**src/hdl/rrgf_pkg.sv**
```systemverilog
// Shared types, codes, sine table and arithmetic helpers for the rectangle grid fill unit.
`default_nettype none
package rrgf_pkg;

  localparam int ANGLE_STEPS = 360;
  localparam int QUARTER     = ANGLE_STEPS / 4;
  localparam int Q_FRAC      = 14;
  localparam int CW          = 14;  // width of signed cell coordinates

  localparam logic [1:0] OP_CLEAR = 2'd0;
  localparam logic [1:0] OP_PAINT = 2'd1;
  localparam logic [1:0] OP_READ  = 2'd2;

  localparam logic [2:0] REG_CELLS_PER_HALF_M = 3'd0;
  localparam logic [2:0] REG_OFFSET_CELLS     = 3'd1;
  localparam logic [2:0] REG_HALF_WIDTH       = 3'd2;
  localparam logic [2:0] REG_HALF_LENGTH      = 3'd3;
  localparam logic [2:0] REG_ROW_LENGTH       = 3'd4;
  localparam logic [2:0] REG_COLUMN_HEIGHT    = 3'd5;

  localparam logic [14:0] QSINE [QUARTER+1] = '{
    15'd0, 15'd286, 15'd572, 15'd857, 15'd1143, 15'd1428, 15'd1713, 15'd1997, 15'd2280,
    15'd2563, 15'd2845, 15'd3126, 15'd3406, 15'd3686, 15'd3964, 15'd4240, 15'd4516,
    15'd4790, 15'd5063, 15'd5334, 15'd5604, 15'd5872, 15'd6138, 15'd6402, 15'd6664,
    15'd6924, 15'd7182, 15'd7438, 15'd7692, 15'd7943, 15'd8192, 15'd8438, 15'd8682,
    15'd8923, 15'd9162, 15'd9397, 15'd9630, 15'd9860, 15'd10087, 15'd10311, 15'd10531,
    15'd10749, 15'd10963, 15'd11174, 15'd11381, 15'd11585, 15'd11786, 15'd11982,
    15'd12176, 15'd12365, 15'd12551, 15'd12733, 15'd12911, 15'd13085, 15'd13255,
    15'd13421, 15'd13583, 15'd13741, 15'd13894, 15'd14044, 15'd14189, 15'd14330,
    15'd14466, 15'd14598, 15'd14726, 15'd14849, 15'd14968, 15'd15082, 15'd15191,
    15'd15296, 15'd15396, 15'd15491, 15'd15582, 15'd15668, 15'd15749, 15'd15826,
    15'd15897, 15'd15964, 15'd16026, 15'd16083, 15'd16135, 15'd16182, 15'd16225,
    15'd16262, 15'd16294, 15'd16322, 15'd16344, 15'd16362, 15'd16374, 15'd16382,
    15'd16384
  };

  typedef struct packed {
    logic load;
    logic clr_step;
    logic rd_addr;
    logic rd_mem;
    logic p_trig;
    logic p_ext;
    logic p_box;
    logic c_mul;
    logic c_test;
  } cmd_t;

  typedef struct packed {
    logic clr_last;
    logic cell_last;
  } sts_t;

  // Q1.14 sine of an angle below two full turns.
  function automatic logic signed [15:0] sin_q14(input logic [9:0] deg);
    logic [9:0] d;
    logic [6:0] r;
    logic       neg;
    logic signed [15:0] v;
    d = (deg >= 10'(ANGLE_STEPS)) ? deg - 10'(ANGLE_STEPS) : deg;
    if (d < 10'(QUARTER)) begin
      r = d[6:0];
      neg = 1'b0;
    end else if (d < 10'(2 * QUARTER)) begin
      r = 7'(10'(2 * QUARTER) - d);
      neg = 1'b0;
    end else if (d < 10'(3 * QUARTER)) begin
      r = 7'(d - 10'(2 * QUARTER));
      neg = 1'b1;
    end else begin
      r = 7'(10'(ANGLE_STEPS) - d);
      neg = 1'b1;
    end
    v = signed'({1'b0, QSINE[r]});
    return neg ? -v : v;
  endfunction

  // Divide by 2^14 with truncation toward zero.
  function automatic logic signed [CW-1:0] trunc_q14(input logic signed [29:0] n);
    logic signed [29:0] t;
    t = (n < 0) ? n + 30'sd16383 : n;
    return CW'(t >>> Q_FRAC);
  endfunction

endpackage
`default_nettype wire

```
**src/hdl/rrgf_ctrl.sv**
```systemverilog
// Sequencer for clear, paint and read items of the rectangle grid fill unit.
`default_nettype none
module rrgf_ctrl (
  input  wire              clk_i,
  input  wire              rst_ni,
  input  wire              start_i,
  input  wire [1:0]        op_i,
  input  rrgf_pkg::sts_t   sts_i,
  output rrgf_pkg::cmd_t   cmd_o,
  output logic             busy_o,
  output logic             done_o
);

  typedef enum logic [3:0] {
    S_CLEAR, S_IDLE, S_RD_ADDR, S_RD_MEM, S_P_TRIG, S_P_EXT, S_P_BOX,
    S_C_MUL, S_C_TEST, S_RESULT
  } state_e;

  state_e state_q, state_d;
  logic   item_clr_q, item_clr_d;
  logic   busy_q, done_q;

  always_comb begin
    state_d = state_q;
    item_clr_d = item_clr_q;
    cmd_o = '0;
    case (state_q)
      S_IDLE: begin
        if (start_i) begin
          cmd_o.load = 1'b1;
          case (op_i)
            rrgf_pkg::OP_CLEAR: begin
              state_d = S_CLEAR;
              item_clr_d = 1'b1;
            end
            rrgf_pkg::OP_PAINT: state_d = S_P_TRIG;
            rrgf_pkg::OP_READ:  state_d = S_RD_ADDR;
            default:            state_d = S_RESULT;
          endcase
        end
      end
      S_CLEAR: begin
        cmd_o.clr_step = 1'b1;
        if (sts_i.clr_last) begin
          state_d = item_clr_q ? S_RESULT : S_IDLE;
          item_clr_d = 1'b0;
        end
      end
      S_RD_ADDR: begin
        cmd_o.rd_addr = 1'b1;
        state_d = S_RD_MEM;
      end
      S_RD_MEM: begin
        cmd_o.rd_mem = 1'b1;
        state_d = S_RESULT;
      end
      S_P_TRIG: begin
        cmd_o.p_trig = 1'b1;
        state_d = S_P_EXT;
      end
      S_P_EXT: begin
        cmd_o.p_ext = 1'b1;
        state_d = S_P_BOX;
      end
      S_P_BOX: begin
        cmd_o.p_box = 1'b1;
        state_d = S_C_MUL;
      end
      S_C_MUL: begin
        cmd_o.c_mul = 1'b1;
        state_d = S_C_TEST;
      end
      S_C_TEST: begin
        cmd_o.c_test = 1'b1;
        state_d = sts_i.cell_last ? S_RESULT : S_C_MUL;
      end
      S_RESULT: state_d = S_IDLE;
      default:  state_d = S_IDLE;
    endcase
  end

  always_ff @(posedge clk_i or negedge rst_ni) begin
    if (!rst_ni) begin
      state_q <= S_CLEAR;
      item_clr_q <= 1'b0;
      busy_q <= 1'b1;
      done_q <= 1'b0;
    end else begin
      state_q <= state_d;
      item_clr_q <= item_clr_d;
      busy_q <= (state_d != S_IDLE);
      done_q <= (state_d == S_RESULT);
    end
  end

  assign busy_o = busy_q;
  assign done_o = done_q;

  a_accept_busy: assert property (@(posedge clk_i) disable iff (!rst_ni)
    (start_i && !busy_o) |=> busy_o)
    else $error("accepted word did not raise busy");

  a_done_pulse: assert property (@(posedge clk_i) disable iff (!rst_ni)
    done_o |=> !done_o)
    else $error("result strobe longer than one cycle");

  a_mem_port: assert property (@(posedge clk_i) disable iff (!rst_ni)
    $onehot0({cmd_o.clr_step, cmd_o.c_test, cmd_o.rd_mem}))
    else $error("grid memory port used twice in one cycle");

endmodule
`default_nettype wire

```
**config.mk**
```make
export PLATFORM = sky130hd
export DESIGN_NAME = rrgf_ctrl
export DESIGN_NICKNAME = d
export VERILOG_FILES = /design/src/hdl/rrgf_pkg.sv /design/src/hdl/rrgf_ctrl.sv
export SDC_FILE = /design/constraint.sdc
export NUM_CORES = 1
export LEC_CHECK = 0
export BUFFER_PORTS_ARGS = -buffer_cell sky130_fd_sc_hd__buf_2
export CAP_MARGIN = 20
export CORE_ASPECT_RATIO = 1.25
export CORE_MARGIN = 2
export CORE_UTILIZATION = 29
export CTS_BUF_LIST = sky130_fd_sc_hd__clkbuf_16
export DETAILED_ROUTE_END_ITERATION = 7
export PLACE_DENSITY = 0.55
export SLEW_MARGIN = 20
export SYNTH_ARGS = -nofsm -noshare
export SYNTH_HDL_FRONTEND = slang
export SYNTH_SLANG_ARGS = --single-unit
```
**constraint.sdc**
```tcl
create_clock -name clk_i -period 4.2 [get_ports clk_i]
set_clock_uncertainty 0.2 [all_clocks]
set_input_delay 0.63 -clock clk_i [delete_from_list [all_inputs] [get_ports clk_i]]
set_output_delay 0.63 -clock clk_i [all_outputs]
set_load 0.005 [all_outputs]
```
**Word level (Yosys, flattened, before mapping)**

Index checks and enable logic that the tools add are counted.

- Word-level logic and storage cells: 43
- Output and inout bits: 11
- Register bits: 7

- Reductions and logical operators: 4
- Muxes and demuxes: 20
- Eq/ne operators: 15

Operators with widths:

| kind | count |
|---|---|
| one-hot mux 4 bit (9 select lines) | 1 |
| equality test 4 x 3 -> 1 bit (second input constant) | 4 |
| 2-to-1 mux 4 bit | 4 |
| 2-to-1 mux 1 bit | 13 |
| one-hot mux 4 bit (3 select lines) | 1 |
| equality test 4 x 2 -> 1 bit (second input constant) | 2 |
| equality test 4 bit (second input constant) | 2 |
| equality test 4 x 1 -> 1 bit (second input constant) | 1 |
| logical NOT 4 bit | 1 |
| != test 2 bit (second input constant) | 2 |
| != test 4 x 1 -> 1 bit (second input constant) | 1 |
| AND reduction 4 bit | 1 |
| equality test 2 x 1 -> 1 bit (second input constant) | 1 |
| equality test 2 bit (second input constant) | 1 |
| logical NOT 2 bit | 1 |
| != test 2 x 1 -> 1 bit (second input constant) | 1 |
| one-hot mux 1 bit (2 select lines) | 1 |
| nonzero test 2 bit | 1 |

**Longest topological paths before layout**

- Word-level depth: 5
- Depth in mapped cells: 6
- Gate-level depth less buffers: 5

**Worst setup path before layout**

Ideal clock, no wire load.

- Kind: input to output
- Start: input start_i
- End: output cmd_o[8] (netlist name)
- Path buffers: 0
- Stages on the path: 2
- Setup slack: 2.334 ns
- Data arrival time: 1.036 ns
- Data required time: 3.370 ns
- Cell sequence: and3b_2 nor3b_4

RTL lines:

| item | line | source |
|---|---|---|
| from (decl) | rrgf_ctrl.sv:6 | `input wire start_i,` |
| to (decl) | rrgf_ctrl.sv:9 | `output rrgf_pkg::cmd_t cmd_o,` |

==> metrics <==
Die X=40.31 um; Final Cycle Share=0.5501; synth unique cells=26; DR top layer=met4; Critical Path Fanout Max=10; commonest non-fill, non-tap cell in the layout=buf_2; NumNets Final=73; initial antenna violation count=0; most frequent cells in the layout=buf_2 (17), inv_1 (6), dfrtp_1 (6); PD cells=791.8 nW/um^2; syn_nets=55; CTS tree=yes; drt total wl=1012 um; Synthesis Warnings=0; WP data arrival=1.48 ns; internal power=319.0 uW; largest net degree at the start of global routing=12; Switching Fraction=0.3574; die height=49.39 um; routed wl met2=452 um; First-pass DRT Iterations=4; Root Buffer=clkbuf_16; final hold violation count=0; number of CTS-inserted buffers=3; first-pass GRT wire length=1469 um; Via density=5.169; worst slew pin tran=0.5348 ns; Layout area overhead=31.15%; Final setup viols=0; clock sink total=7; Switching Power=177.4 uW; vias=429; Met1 Wirelength=462 um; layout cell share with drive strength beyond 1=0.4462; Setup TNS=0 ns; clock buffer depth=2; Post-CTS Setup Bufs=0; status=complete, no violations; IO buf count=17; Synth area leader=dfrtp_1; sequential cell area fraction in the yosys report=0.3691; Fillers=170; Post-CTS Resized=0; detailed placement HPWL=745.4 um; Min-Delay Path Class=primary input to asynchronous set/reset pin; Mapped Cells=48; main area contributors after synthesis=dfrtp_1 (31%), dfstp_2 (5.5%), buf_6 (4.7%), nor3_1 (4.2%), inv_1 (3.9%); I/O pin total=18; Initial Util=0.3061; Yosys top cell area share=0.3141; leakage=0.3091 nW; drc violations=0; DRT iter0 DRCs=3; max cap viols=0; Reg clk slew, reported paths=0.04 ns; Wirelength per Cell=12.19 um; hold_buf cts=0; row cnt=16; worst skew pair latency=0.23 ns; Post-Layout Cell Count=83; Register Area=176.4 um^2; Die ar.=1991 um^2; Comb pwr share=0.360; Cells after DPL=79; DRT antenna net count=0; Seq pwr share=0.320; Clock power frac=0.320; gpl congestion=0.6524; RSZ-0062 raised after global routing=no; EDFF count, synth=0; Post-synth top flop=dfrtp_1; Congestion Overflow GR=0; Multi-input gate area=245.2 um^2; slew margin rel.=0.6410; Final Critical Period=2.311 ns; maximum achievable frequency=432.8 MHz; total global-route track usage=0.1071; startpoint type of the worst setup path=register; nature of the critical path endpoint=primary output; vias in the first global route=350; Post-synth ARST share=1.000; Yosys reg bits=7; Crit Path Category=register to primary output; core box area=1562 um^2; Syn Area/Cell=9.957 um^2; Final Max Tran Viols=0; Crit path required time=3.37 ns; CTS HTree Levels=1; cell area after synthesis=478.0 um^2; ant diodes=0; VDD IR-drop max=0.3074 mV; met3 wire len=77 um
## per-stage QoR
step	instance area [um^2]	setup WS (ns)	utilization	hold WS (ns)	total power, mW
after floorplan	478.0	2.334	-	0.1344	0.3029
after global placement	548.0	2.070	0.3510	0.2673	0.3369
after detailed placement	548.0	2.050	0.3510	0.2700	0.3379
after CTS	626.9	1.888	0.4014	0.02725	0.5003
after global routing	626.9	1.779	0.4014	0.03548	0.5284
final	626.9	1.889	0.4014	0.02314	0.4964
## cells by family after synthesis
group                  count (synthesis)  share of synthesized area
AO/OA/AOI/OAI                          8                     0.1519
AND/OR/NAND/NOR                       24                     0.3613
buffers and inverters                  9                     0.1178
flip-flops                             7                     0.3691
## routing by layer
layer | vias to the layer above | track usage
met5 | - | 0
met4 | 0 | 0.05000
met3 | 2 | 0.02740
met2 | 17 | 0.1586
met1 | 200 | 0.1404
li1 | 210 | -
## synthesized netlist by cell type, types with 2 or more instances
master    number
a311oi_1       2
buf_6          2
inv_1          5
or2b_1         2
nor3_1         4
a21oi_2        2
buf_4          2
nand2_1        3
nor2_1         4
dfrtp_1        6
## flip-flops by register name (all words and copies together) (netlist names)
| name | flops |
|---|---|
| busy_o | 1 |
| done_o | 1 |
| item_clr_q | 1 |
| state_q | 4 |
## power groups by stage
stage	clock, mW	combinational (mW)	sequential [mW]
5_1_grt	0.165	0.200	0.163
3_5_place_dp	0	0.180	0.158
6_report	0.159	0.179	0.159
2_1_floorplan	0	0.190	0.113
3_3_place_gp	0	0.179	0.158
4_1_cts	0.161	0.181	0.158
## worst paths after layout
kind	from	endpoint	slack, ns	cells past startpoint
max in group asynchronous	rst_ni	busy_o	3.55	1
min	rst_ni	state_q[2]	0.02	1
min in group clk_i	item_clr_q	item_clr_q	0.30	1
min reg2reg	item_clr_q	item_clr_q	0.30	1
max	state_q[3]	cmd_o[3]	1.89	3
max reg2reg	state_q[0]	busy_o	2.27	4
## cell type report
class	instances	share of cell area
clock buffer	3	0.1198
clock inverter	1	0.005988
inverter	5	0.02994
multi-input combinational	32	0.3912
sequential	7	0.2814
tap	18	0.03593
timing repair buffer	17	0.1357
## worst max-delay path, stage by stage, from the launching register on
cell	delay, ns
dfrtp_1	0.49
nand2b_1	0.31
nor3b_1	0.29
buf_2	0.16
No activity file was read; power rests on OpenSTA's default activity.
